$ cat src/hw/rtl/kpd_pkg.sv
`timescale 1ns / 1ps

package kpd_pkg;

	localparam int NUM_KEYS  = 7;
	localparam int KEY_W     = $clog2(NUM_KEYS);
	localparam int MAP_W     = 32;
	localparam int CODE_W    = 16;
	localparam int SCAN_W    = 8;
	localparam int ROW_W     = 16;
	localparam int CFG_ADDR_W = 3;

	// register indexes on the config port
	localparam logic [CFG_ADDR_W-1:0] REG_KEY_MODE = 3'd0;
	localparam logic [CFG_ADDR_W-1:0] REG_MAP_BASE = 3'd1;

	// modifier request bits inside a mapped code
	localparam int SHIFT_BIT = 15;
	localparam int FUNC_BIT  = 14;
	localparam int CTRL_BIT  = 13;
	localparam logic [CODE_W-1:0] STD_MASK = 16'h1FFF;

	// row marker bits ORed into the scan code
	localparam logic [SCAN_W-1:0] ROW1_BIT = 8'h20;
	localparam logic [SCAN_W-1:0] ROW2_BIT = 8'h40;
	localparam logic [SCAN_W-1:0] ROW3_BIT = 8'h80;

	// buttons in test order: up, right, left, down, centre, soft left, soft right
	localparam logic [NUM_KEYS-1:0][SCAN_W-1:0] TEST_PATTERN = {
		8'h41, 8'h81, 8'h30, 8'h28, 8'h24, 8'h22, 8'h21
	};
	localparam logic [NUM_KEYS-1:0][KEY_W-1:0] TEST_KEY = {
		3'd6, 3'd5, 3'd4, 3'd1, 3'd2, 3'd3, 3'd0
	};

	typedef enum logic [1:0] {
		KIND_KEY   = 2'd0,
		KIND_SHIFT = 2'd1,
		KIND_CTRL  = 2'd2,
		KIND_FUNC  = 2'd3
	} kind_t;

	typedef logic [NUM_KEYS-1:0][MAP_W-1:0] key_map_t;

	// one tick's edges, indexed by test position
	typedef struct packed {
		logic [NUM_KEYS-1:0] hit;
		logic [NUM_KEYS-1:0] press;
	} edge_word_t;

	typedef struct packed {
		logic full;
		logic empty;
	} q_stat_t;

endpackage

$ cat src/hw/rtl/kpd_front.sv
`timescale 1ns / 1ps

module kpd_front
	import kpd_pkg::*;
(
	input  logic                clk,
	input  logic                arst_n,
	input  logic                accept,
	input  logic [ROW_W-1:0]    row_one,
	input  logic [ROW_W-1:0]    row_two,
	input  logic [ROW_W-1:0]    row_three,
	output logic                push,
	output edge_word_t          push_word,
	output logic [NUM_KEYS-1:0] pressed
);

	logic [NUM_KEYS-1:0] pressed_q;
	logic [NUM_KEYS-1:0] pressed_nxt;
	logic [SCAN_W-1:0]   scan;
	logic [NUM_KEYS-1:0] now;
	logic [NUM_KEYS-1:0] was;

	// last nonzero row wins
	always_comb begin
		if (row_three != '0) begin
			scan = row_three[SCAN_W-1:0] | ROW3_BIT;
		end else if (row_two != '0) begin
			scan = row_two[SCAN_W-1:0] | ROW2_BIT;
		end else if (row_one != '0) begin
			scan = row_one[SCAN_W-1:0] | ROW1_BIT;
		end else begin
			scan = '0;
		end
	end

	always_comb begin
		pressed_nxt = pressed_q;
		for (int i = 0; i < NUM_KEYS; i++) begin
			now[i] = (scan & TEST_PATTERN[i]) == TEST_PATTERN[i];
			was[i] = pressed_q[TEST_KEY[i]];
			pressed_nxt[TEST_KEY[i]] = now[i];
		end
	end

	assign push_word.hit   = now ^ was;
	assign push_word.press = now;
	assign push            = accept && (push_word.hit != '0);
	assign pressed         = pressed_q;

	always_ff @(posedge clk or negedge arst_n) begin
		if (!arst_n) begin
			pressed_q <= '0;
		end else if (accept) begin
			pressed_q <= pressed_nxt;
		end
	end

endmodule

$ cat src/hw/rtl/kpd_fifo.sv
`timescale 1ns / 1ps

module kpd_fifo
	import kpd_pkg::*;
#(
	parameter int DEPTH = 2
) (
	input  logic       clk,
	input  logic       arst_n,
	input  logic       push,
	input  edge_word_t push_word,
	input  logic       pop,
	output edge_word_t head,
	output q_stat_t    stat
);

	localparam int PTR_W = (DEPTH > 1) ? $clog2(DEPTH) : 1;
	localparam int CNT_W = $clog2(DEPTH + 1);
	localparam logic [PTR_W-1:0] LAST_PTR = PTR_W'(DEPTH - 1);
	localparam logic [CNT_W-1:0] FULL_CNT = CNT_W'(DEPTH);

	edge_word_t       mem_q [DEPTH];
	logic [PTR_W-1:0] wr_ptr_q;
	logic [PTR_W-1:0] rd_ptr_q;
	logic [CNT_W-1:0] count_q;
	logic             do_push;
	logic             do_pop;

	assign stat.full  = (count_q == FULL_CNT);
	assign stat.empty = (count_q == '0);
	assign do_push    = push && !stat.full;
	assign do_pop     = pop && !stat.empty;
	assign head       = mem_q[rd_ptr_q];

	always_ff @(posedge clk) begin
		if (do_push) begin
			mem_q[wr_ptr_q] <= push_word;
		end
	end

	always_ff @(posedge clk or negedge arst_n) begin
		if (!arst_n) begin
			wr_ptr_q <= '0;
			rd_ptr_q <= '0;
			count_q  <= '0;
		end else begin
			if (do_push) begin
				wr_ptr_q <= (wr_ptr_q == LAST_PTR) ? '0 : wr_ptr_q + 1'b1;
			end
			if (do_pop) begin
				rd_ptr_q <= (rd_ptr_q == LAST_PTR) ? '0 : rd_ptr_q + 1'b1;
			end
			if (do_push && !do_pop) begin
				count_q <= count_q + 1'b1;
			end else if (do_pop && !do_push) begin
				count_q <= count_q - 1'b1;
			end
		end
	end

endmodule

$ cat src/hw/rtl/kpd_back.sv
`timescale 1ns / 1ps

module kpd_back
	import kpd_pkg::*;
(
	input  logic        clk,
	input  logic        arst_n,
	input  logic        key_mode,
	input  key_map_t    key_map,
	input  edge_word_t  head,
	input  q_stat_t     stat,
	output logic        pop,
	output logic        out_valid,
	input  logic        out_ready,
	output kind_t       out_kind,
	output logic [7:0]  out_code,
	output logic        out_down,
	output logic        out_last
);

	logic [NUM_KEYS-1:0] hit_q;
	logic [NUM_KEYS-1:0] press_q;
	logic [3:0]          sub_q;
	logic                sub_vld_q;
	logic                out_valid_q;
	kind_t               out_kind_q;
	logic [7:0]          out_code_q;
	logic                out_down_q;
	logic                out_last_q;

	logic [KEY_W-1:0]    idx;
	logic [KEY_W-1:0]    key;
	logic [CODE_W-1:0]   code;
	logic                press;
	logic [3:0]          fresh;
	logic [3:0]          mask;
	logic [3:0]          low;
	logic [3:0]          rest;
	logic [NUM_KEYS-1:0] hit_nxt;
	logic                last;
	logic                adv;
	kind_t               kind;

	// lowest pending edge in test order
	always_comb begin
		idx = '0;
		for (int i = NUM_KEYS - 1; i >= 0; i--) begin
			if (hit_q[i]) begin
				idx = KEY_W'(i);
			end
		end
	end

	assign key   = TEST_KEY[idx];
	assign code  = key_mode ? key_map[key][MAP_W-1:CODE_W] : key_map[key][CODE_W-1:0];
	assign press = press_q[idx];

	// event slots in emission order, bit 0 first
	assign fresh = press ? {1'b1, code[FUNC_BIT], code[CTRL_BIT], code[SHIFT_BIT]}
	                     : {code[SHIFT_BIT], code[CTRL_BIT], code[FUNC_BIT], 1'b1};
	assign mask  = sub_vld_q ? sub_q : fresh;
	assign low   = mask & (~mask + 4'd1);
	assign rest  = mask & ~low;

	always_comb begin
		hit_nxt = hit_q;
		if (rest == '0) begin
			hit_nxt[idx] = 1'b0;
		end
	end

	assign last = (rest == '0) && (hit_nxt == '0);
	assign adv  = (hit_q != '0) && (!out_valid_q || out_ready);
	assign pop  = !stat.empty && ((hit_q == '0) || (adv && last));

	always_comb begin
		case (low)
			4'b0001: kind = press ? KIND_SHIFT : KIND_KEY;
			4'b0010: kind = press ? KIND_CTRL  : KIND_FUNC;
			4'b0100: kind = press ? KIND_FUNC  : KIND_CTRL;
			4'b1000: kind = press ? KIND_KEY   : KIND_SHIFT;
			default: kind = KIND_KEY;
		endcase
	end

	always_ff @(posedge clk or negedge arst_n) begin
		if (!arst_n) begin
			hit_q       <= '0;
			sub_vld_q   <= 1'b0;
			out_valid_q <= 1'b0;
		end else begin
			if (pop) begin
				hit_q     <= head.hit;
				sub_vld_q <= 1'b0;
			end else if (adv) begin
				hit_q     <= hit_nxt;
				sub_vld_q <= (rest != '0);
			end
			if (adv) begin
				out_valid_q <= 1'b1;
			end else if (out_ready) begin
				out_valid_q <= 1'b0;
			end
		end
	end

	always_ff @(posedge clk) begin
		if (pop) begin
			press_q <= head.press;
		end
		if (adv) begin
			sub_q      <= rest;
			out_kind_q <= kind;
			out_code_q <= (kind == KIND_KEY) ? (code[7:0] & STD_MASK[7:0]) : 8'd0;
			out_down_q <= press;
			out_last_q <= last;
		end
	end

	assign out_valid = out_valid_q;
	assign out_kind  = out_kind_q;
	assign out_code  = out_code_q;
	assign out_down  = out_down_q;
	assign out_last  = out_last_q;

endmodule

$ cat src/hw/rtl/matrix_keypad_event_generator.sv
`timescale 1ns / 1ps

// Keypad event generator. Each slave word is one poll tick holding the return-line
// samples of three scan rows; the block keeps a seven-key pressed map and turns every
// press or release into a burst of master words (modifier downs then key down on a
// press, key up then modifier ups on a release), tlast marking the final word of the
// tick. A tick that changes no key produces no words. The front end takes one tick per
// cycle while the edge queue (FIFO_DEPTH entries) has room; the back end emits one event
// per cycle unless m_tready stalls it, up to 28 per tick. Config is to be written only
// while idle; the block itself does not enforce it. cfg_addr 0 is the layout select
// (reset 1), 1..7 are the up, down, left, right, centre, soft left and soft right code
// maps (reset 0). Release events use the map as it stands at the release.

module matrix_keypad_event_generator
	import kpd_pkg::*;
#(
	parameter int FIFO_DEPTH = 2
) (
	input  logic                  clk,
	input  logic                  arst_n,
	input  logic                  s_tvalid,
	output logic                  s_tready,
	input  logic [47:0]           s_tdata,   // row_one_lines, row_two_lines, row_three_lines
	output logic                  m_tvalid,
	input  logic                  m_tready,
	output logic [15:0]           m_tdata,   // key_code[7:0], is_down[8], zero fill
	output logic [1:0]            m_tuser,   // event_kind
	output logic                  m_tlast,
	input  logic                  cfg_we,
	input  logic [CFG_ADDR_W-1:0] cfg_addr,
	input  logic [MAP_W-1:0]      cfg_wdata
);

	// config registers
	logic     key_mode_q;
	key_map_t key_map_q;

	always_ff @(posedge clk or negedge arst_n) begin
		if (!arst_n) begin
			key_mode_q <= 1'b1;
			key_map_q  <= '0;
		end else if (cfg_we) begin
			if (cfg_addr == REG_KEY_MODE) begin
				key_mode_q <= cfg_wdata[0];
			end else begin
				key_map_q[KEY_W'(cfg_addr - REG_MAP_BASE)] <= cfg_wdata;
			end
		end
	end

	// front: scan and edge detect
	logic                s_accept;
	logic                push;
	edge_word_t          push_word;
	logic [NUM_KEYS-1:0] pressed;
	q_stat_t             stat;

	assign s_tready = !stat.full;
	assign s_accept = s_tvalid && s_tready;

	kpd_front u_front (
		.clk       (clk),
		.arst_n    (arst_n),
		.accept    (s_accept),
		.row_one   (s_tdata[15:0]),
		.row_two   (s_tdata[31:16]),
		.row_three (s_tdata[47:32]),
		.push      (push),
		.push_word (push_word),
		.pressed   (pressed)
	);

	// edge queue between front and back
	edge_word_t head;
	logic       pop;

	kpd_fifo #(
		.DEPTH (FIFO_DEPTH)
	) u_fifo (
		.clk       (clk),
		.arst_n    (arst_n),
		.push      (push),
		.push_word (push_word),
		.pop       (pop),
		.head      (head),
		.stat      (stat)
	);

	// back: event sequencer and output register
	kind_t      out_kind;
	logic [7:0] out_code;
	logic       out_down;

	kpd_back u_back (
		.clk       (clk),
		.arst_n    (arst_n),
		.key_mode  (key_mode_q),
		.key_map   (key_map_q),
		.head      (head),
		.stat      (stat),
		.pop       (pop),
		.out_valid (m_tvalid),
		.out_ready (m_tready),
		.out_kind  (out_kind),
		.out_code  (out_code),
		.out_down  (out_down),
		.out_last  (m_tlast)
	);

	assign m_tdata = {7'd0, out_down, out_code};
	assign m_tuser = out_kind;

	// modifier words never carry a key code
	a_mod_code_zero: assert property (@(posedge clk) disable iff (!arst_n)
		(m_tvalid && (m_tuser != KIND_KEY)) |-> (m_tdata[7:0] == 8'd0))
		else $error("modifier word with nonzero key code");

	// a press burst always ends on the key down, so a modifier down is never last
	a_mod_down_not_last: assert property (@(posedge clk) disable iff (!arst_n)
		(m_tvalid && (m_tuser != KIND_KEY) && m_tdata[8]) |-> !m_tlast)
		else $error("modifier down closes a tick");

	// pressed map moves only on an accepted tick
	a_pressed_hold: assert property (@(posedge clk) disable iff (!arst_n)
		!s_accept |=> $stable(pressed))
		else $error("pressed map changed without a tick");

	// queue is never written while full
	a_no_overflow: assert property (@(posedge clk) disable iff (!arst_n)
		push |-> !stat.full)
		else $error("edge queue overflow");

endmodule

$ cat config.mk
export PLATFORM = sky130hd
export DESIGN_NAME = matrix_keypad_event_generator
export DESIGN_NICKNAME = d
export VERILOG_FILES = /design/src/hw/rtl/kpd_pkg.sv /design/src/hw/rtl/kpd_front.sv /design/src/hw/rtl/kpd_fifo.sv /design/src/hw/rtl/kpd_back.sv /design/src/hw/rtl/matrix_keypad_event_generator.sv
export SDC_FILE = /design/constraint.sdc
export NUM_CORES = 1
export LEC_CHECK = 0
export ABC_CLOCK_PERIOD_IN_PS = 8460
export BUFFER_PORTS_ARGS = -buffer_cell sky130_fd_sc_hd__buf_2
export CORE_ASPECT_RATIO = 0.6
export CORE_MARGIN = 2
export CORE_UTILIZATION = 50
export DETAILED_ROUTE_END_ITERATION = 12
export GPL_TIMING_DRIVEN = 0
export HOLD_SLACK_MARGIN = 0.15
export PLACE_DENSITY = 0.64
export REMOVE_ABC_BUFFERS = 1
export SETUP_SLACK_MARGIN = 0.3
export SLEW_MARGIN = 20
export SYNTH_ARGS = -nofsm -noshare
export SYNTH_HDL_FRONTEND = slang
export SYNTH_HIERARCHICAL = 1
export SYNTH_SLANG_ARGS = --single-unit
$ cat constraint.sdc
create_clock -name clk -period 8.46 [get_ports clk]
set_clock_uncertainty 0.05 [all_clocks]
set_input_delay 0.423 -clock clk [delete_from_list [all_inputs] [get_ports clk]]
set_output_delay 0.423 -clock clk [all_outputs]
set_load 0.005 [all_outputs]
# After elaboration in Yosys (flattened, before gate mapping)
# Memory sizes are Yosys's and may differ from the RTL's.
# Cells that the tools add are included.
# op_classes
n_addsub	6
mul	0
div	0
order_cmp	5
n_eq_ne	12
shift	0
muxes	41
n_bitwise	8
n_reduce_logical	36
# op_table
op	count
224-bit bitwise mux	1
32-bit binary-select mux with 3-bit select	1
32-bit demux with 3-bit select	1
32-bit two-way mux	2
16-bit nonzero test	3
3-bit two-way mux	8
8-bit two-way mux	3
7-bit two-way mux	3
2-bit equality test (second input constant)	8
16-bit two-way mux	1
7-bit zero test	2
1-bit two-way mux	14
7-bit nonzero test	2
1-bit logical AND	12
3-bit by 4-bit less-than comparator with 1-bit output (second input constant)	3
4-bit AND	2
4-bit two-way mux	2
4-bit inverter	2
2-bit case mux with 4 select lines	1
7-bit AND	1
7-bit inverter	1
7-bit XOR	1
3-bit by 1-bit greater-or-equal comparator with 1-bit output (second input constant)	2
2-bit nonzero test	3
20 further kinds	29
# totals
reg_bits	268
latch_bits	0
mem_bits_rw	28
mem_bits_ro	24
input_bits	88
output_inout_bits	21
wordCells	131
n_memories	2
# mem_list
name	words	word_bits	read_ports	rd_clocked_by_memory_dff	write_ports	line	rtl
u_fifo.mem_q	2	14	1	0	1	kpd_fifo.sv:22	edge_word_t mem_q [DEPTH];
(no name shown)	8	3	1	0	0	kpd_back.sv:54	assign key = TEST_KEY[idx];

# Logic depth before layout (Yosys ltp)
# depth
word_depth	30
ltp_mapped	22
mapped_depth_nobuf	20

# Modules after synthesis
# The synthesis kept the hierarchy.
# modules_own_cells
module	instances	cells_per_inst	area_per_inst_um2	seq_area_each_um2
matrix_keypad_event_generator	1	503	8540.7	5631.7
kpd_back	1	431	3243.1	885.8
kpd_fifo	1	63	1260.0	940.9
kpd_front	1	81	668.1	175.2

# Worst setup path before layout
# OpenSTA, ideal clock, no wires.
# synth_timing
path_type	reg2reg
start	register u_back.hit_q[6]
end	register u_fifo.count_q[1]
setup_ns	0.079
arrival_ns	4.498
required_time_ns	8.331
slack_ns	3.833
path_stages_with_launch	23
n_path_buf	4
synth_period_minus_slack_ns	4.627
cell_sequence	dfrtp_1 -> clkbuf_1 -> clkinv_1 -> o21ai_0 -> nand2_1 -> ha_1 -> clkbuf_1 -> mux2i_2 -> buf_6 -> mux2i_1 -> nor3_1 -> o41ai_2 -> o211ai_1 -> a221oi_2 -> o21ba_1 -> buf_6 -> a21o_4 -> and2_1 -> o21ai_1 -> ha_1 -> xor2_1 -> nor2_1 -> xor2_1
# synth_via
elab_chain_len	30
elab_cells_between_ends	44
cone_classes	add/sub (1); order compare (2); mux (19); bitwise (6); reduce/logical (15); memory (1)
# synth_rtl
element	line	rtl
start, declared	kpd_back.sv:21	logic [NUM_KEYS-1:0] hit_q;
start signal, assigned	kpd_back.sv:93	hit_q <= head.hit;
start signal, assigned	kpd_back.sv:96	hit_q <= hit_nxt;
3-bit two-way mux (7 in series)	kpd_back.sv:48	if (hit_q[i]) begin
memory read 8 x 3 bit	n/a	
3-bit two-way mux (not written as such)	kpd_back.sv:54	
32-bit binary-select mux with 3-bit select	kpd_back.sv:55	assign code = key_mode ? key_map[key][MAP_W-1:CODE_W] : key_map[key][CODE_W-1:0];
32-bit two-way mux (not written as such)	kpd_back.sv:55	
16-bit two-way mux	kpd_back.sv:55	
4-bit two-way mux	kpd_back.sv:59	assign fresh = press ? {1'b1, code[FUNC_BIT], code[CTRL_BIT], code[SHIFT_BIT]}
4-bit two-way mux	kpd_back.sv:61	assign mask = sub_vld_q ? sub_q : fresh;
(+9 left out)	n/a	
1-bit logical AND	kpd_back.sv:74	assign pop = !stat.empty && ((hit_q == '0) || (adv && last));
1-bit logical OR (*)	kpd_back.sv:74	
1-bit logical AND (*)	kpd_back.sv:74	
net pop	matrix_keypad_event_generator.sv:75	logic pop;
1-bit logical AND (*)	kpd_fifo.sv:32	assign do_pop = pop && !stat.empty;
1-bit zero test	kpd_fifo.sv:53	if (do_push && !do_pop) begin
1-bit logical AND	kpd_fifo.sv:53	
2-bit two-way mux or 2-bit nonzero test (tied branches)	n/a	
end signal, assigned	kpd_fifo.sv:54	count_q <= count_q + 1'b1;
end signal, assigned	kpd_fifo.sv:56	count_q <= count_q - 1'b1;
end, declared	kpd_fifo.sv:25	logic [CNT_W-1:0] count_q;
# Mark *: on every way through the listed nets, which the timed path passes. The rest lies on a longest branch. The select of a mux whose other input is x is not followed.
# A chain may end at the register's enable or synchronous reset.

# Worst setup path in the final report
# layout_timing
start	register u_back.hit_q[4]
end	register u_fifo.count_q[1]
# layout_via
elab_chain_len	28
elab_cells_between_ends	42
cone_classes	add/sub (1); order compare (2); mux (17); bitwise (6); reduce/logical (15); memory (1)
# layout_rtl
element	line
3-bit two-way mux (5 in series)	kpd_back.sv:48
memory read 8 x 3 bit	n/a
3-bit two-way mux (not written as such)	kpd_back.sv:54
32-bit binary-select mux with 3-bit select	kpd_back.sv:55
32-bit two-way mux (not written as such)	kpd_back.sv:55
16-bit two-way mux	kpd_back.sv:55
4-bit two-way mux	kpd_back.sv:59
4-bit two-way mux	kpd_back.sv:61
(+9 left out)	n/a
1-bit logical AND	kpd_back.sv:74
1-bit logical OR (*)	kpd_back.sv:74
1-bit logical AND (*)	kpd_back.sv:74
net pop	matrix_keypad_event_generator.sv:75
1-bit logical AND (*)	kpd_fifo.sv:32
1-bit zero test	kpd_fifo.sv:53
1-bit logical AND	kpd_fifo.sv:53
2-bit two-way mux or 2-bit nonzero test (tied branches)	n/a
# Marks and branches as above.

==> qor.yml <==
die:
  die_area_sq_um: 23600
  die_h_um: 120
  row_count: 42
  io_pins: 109
  die_w_um: 197
  initial_core_util_pct: 50.9
  coreArea_sq_um: 22000
placed_design:
  dp_cells: 1261
  routabilityCongestion: 0.808
  place.detailed.hpwl_mm: 16.9
  placed_cell_area_sq_um: 12000
  portBuffers: 91
  dp_slack_ps: 2200
critical_path:
  worstReg2RegEnd: "u_fifo/count_q[1]"
  r2r-start: "u_back/hit_q[4]"
  worstPathRequired_ps: 8850
  r2r_setup_slack_ps: 2130
  startpoint_type: "flip-flop"
  critPathMaxStageDelay_ps: 840
  r2r_cells: 19
  crit_fanout: 18
  worstSetupPathType: "reg2reg"
  crit_path_end_kind: "flip-flop"
  critPathTopFamily: "compound AO/OA/AOI/OAI gates"
  timing.critical_path.buf_inv: 2
  worst_path_max_delay_cell: "ha_2"
  cp_cell_sequence: "nand2b_1, a221oi_2, ha_2, mux2i_4, buf_8, buf_16, mux2i_1, o22ai_1, o41ai_2, o211ai_1, a221oi_2, o21ba_1, a21o_4, and2_1, o21ai_1, ha_1, xor2_1, nor2_1, xor2_1"
  crit_arrival_ps: 6720
power_and_ir_drop:
  power.switching_mw: 2.10
  clock_power_share_pct: 17.7
  power.density_nw_per_um2: 403
  internal_power_mw: 3.01
  p_sw_share_pct: 41.0
  power_mw: 5.10
  leakage_nw: 5.44
  ir_worst_vdd_uv: 175
  combPwrFrac_pct: 47.9
  pwr-share-seq_pct: 34.3
cts:
  htreeDepth: 1
  cts_setup_buffers: 0
  cts_max_path_buffers: 3
  worstSkewPairLatency_ps: 510
  clk_pin_slew_ps: 60
  cts-root-buf: "clkbuf_16"
  cts_tree: "yes"
  cts_buffers: 22
  clock_sinks: 225
sta:
  setup_viol: 0
  whs_ps: 166
  period_share_pct: 74.9
  timing.setup.tns_ps: 0
  max_freq_mhz: 158
  hold_viol: 0
  rsz0062_at_grt: "false"
  period_minus_slack_ps: 6330
  slew_headroom_pct: 35.2
  drv_slew: 0
  worst_pin_slew_ps: 971
  setup_ws_ps: 2130
layout:
  design_area_sq_um: 12700
  n_fill_cell: 1889
  syn_to_final_growth_pct: 13.3
  drive_gt1_share_pct: 25.2
  final_util_pct: 57.6
  n_antenna_cell: 0
  final_nets: 1094
  finalNonFillerCells: 1301
logic_synthesis:
  ys_warn_count: 6
  synth_area_sq_um: 11200
  avgSynthCellArea_sq_um: 11.9
  syn_inst: 938
hold_path:
  min_from: "cfg_wdata[4]"
  hold_path_end: "key_map_q[132]"
  min_path_cells: 2
  hold_path.class: "in2reg"
run_status:
  status: "complete, no violations"
detailed_routing:
  drt-vias-per-instance: 5.78
  drt-total-wl_mm: 25.8
  routedWlPerCell_um: 19.8
  dr.pass1.iters: 7
  vias: 7519
  final_antenna_net_count: 0
  drc: 0
  drtIter0Drc: 482
global_route:
  globalRouteTotalUtil_pct: 22.6
  grt_pass1_wl_mm: 42.0
  grt-ovfl-total: 0
  grt_start_max_net_pins: 90
  grt_pass1_vias: 7429
  antenna_found_initial: 0
job:
  cap_violations: 0
[how the worst max path moves through the flow]
stage,startpoint,end,slack (ps),cells past startpoint
floorplan,u_back/hit_q[3],u_fifo/count_q[1],2620,16
global placement,u_back/hit_q[3],u_fifo/count_q[1],160,15
detailed placement,u_back/hit_q[4],u_fifo/count_q[1],2200,19
CTS,u_back/hit_q[1],u_fifo/count_q[1],2160,19
global route,u_back/hit_q[1],u_fifo/count_q[1],1650,19
finish,u_back/hit_q[4],u_fifo/count_q[1],2130,19
[cells in the final DEF (no fill, tap or decap), types with 6 or more instances in the layout]
cell type / n
a21oi_1: 38
a311oi_1: 9
a31oi_1: 20
a32o_1: 8
buf_16: 10
buf_2: 90
clkbuf_1: 6
clkbuf_16: 22
conb_1: 7
dfrtp_1: 174
edfxtp_1: 50
inv_1: 19
mux2_1: 87
mux2_2: 80
mux2_4: 9
mux2i_1: 31
nand2_1: 109
nand2b_1: 6
nand3_1: 34
nor2_1: 28
nor2b_1: 6
nor3_1: 19
nor4_1: 12
o211a_1: 8
o21ai_0: 14
o21ai_4: 6
[worst reg2reg max path: stages, from the launching register on]
cell	delay (ps)
dfrtp_1	450
nand2b_1	200
a221oi_2	730
ha_2	850
mux2i_4	300
buf_8	250
buf_16	160
mux2i_1	250
o22ai_1	150
o41ai_2	550
o211ai_1	180
a221oi_2	290
o21ba_1	390
a21o_4	240
and2_1	390
o21ai_1	200
ha_1	250
xor2_1	140
nor2_1	110
xor2_1	140
[registers in the layout, indices dropped and copies added, names as in the netlist, 3 cells and up]
signal,cells
u_back/hit_q,7
u_back/out_code,8
u_front/pressed,7
key_map_q,154
u_back/press_q,7
u_fifo/mem_q,28
u_back/sub_q,3
[layout make-up]
| class | count | area (sq um) | area share, % |
|---|---|---|---|
| Clock inverter | 8 | 47.5 | 0.376 |
| Inverter | 21 | 78.8 | 0.623 |
| Multi-Input combinational cell | 626 | 4890 | 38.7 |
| Sequential cell | 225 | 5880 | 46.5 |
| Timing Repair Buffer | 105 | 796 | 6.29 |
| Clock buffer | 30 | 601 | 4.75 |
| Tap cell | 286 | 358 | 2.83 |
[per-layer routing]
| layer | global-route usage, % | vias up | wire length [um] |
|---|---|---|---|
| li1 | - | 3533 | - |
| met5 | 0 | - | 0 |
| met1 | 37.5 | 3768 | 13500 |
| met4 | 3.24 | 0 | 226 |
| met3 | 3.09 | 23 | 1330 |
| met2 | 31.6 | 195 | 10700 |
[power groups by stage]
stage	clock [mW]	sequential (mW)	combinational [mW]
global route	0.983	1.80	2.69
CTS	0.928	1.75	2.43
finish	0.906	1.75	2.45
floorplan	0	1.70	1.63
detailed placement	0	1.77	2.42
global placement	0	1.75	2.26
[what timing repair did]
action | CTS | global route
hold buffers | 2 | 0
gates resized for setup | 0 | 0
hold endpoints to repair | 89 | 0
Note: power is estimated with default switching activity, not from simulation.
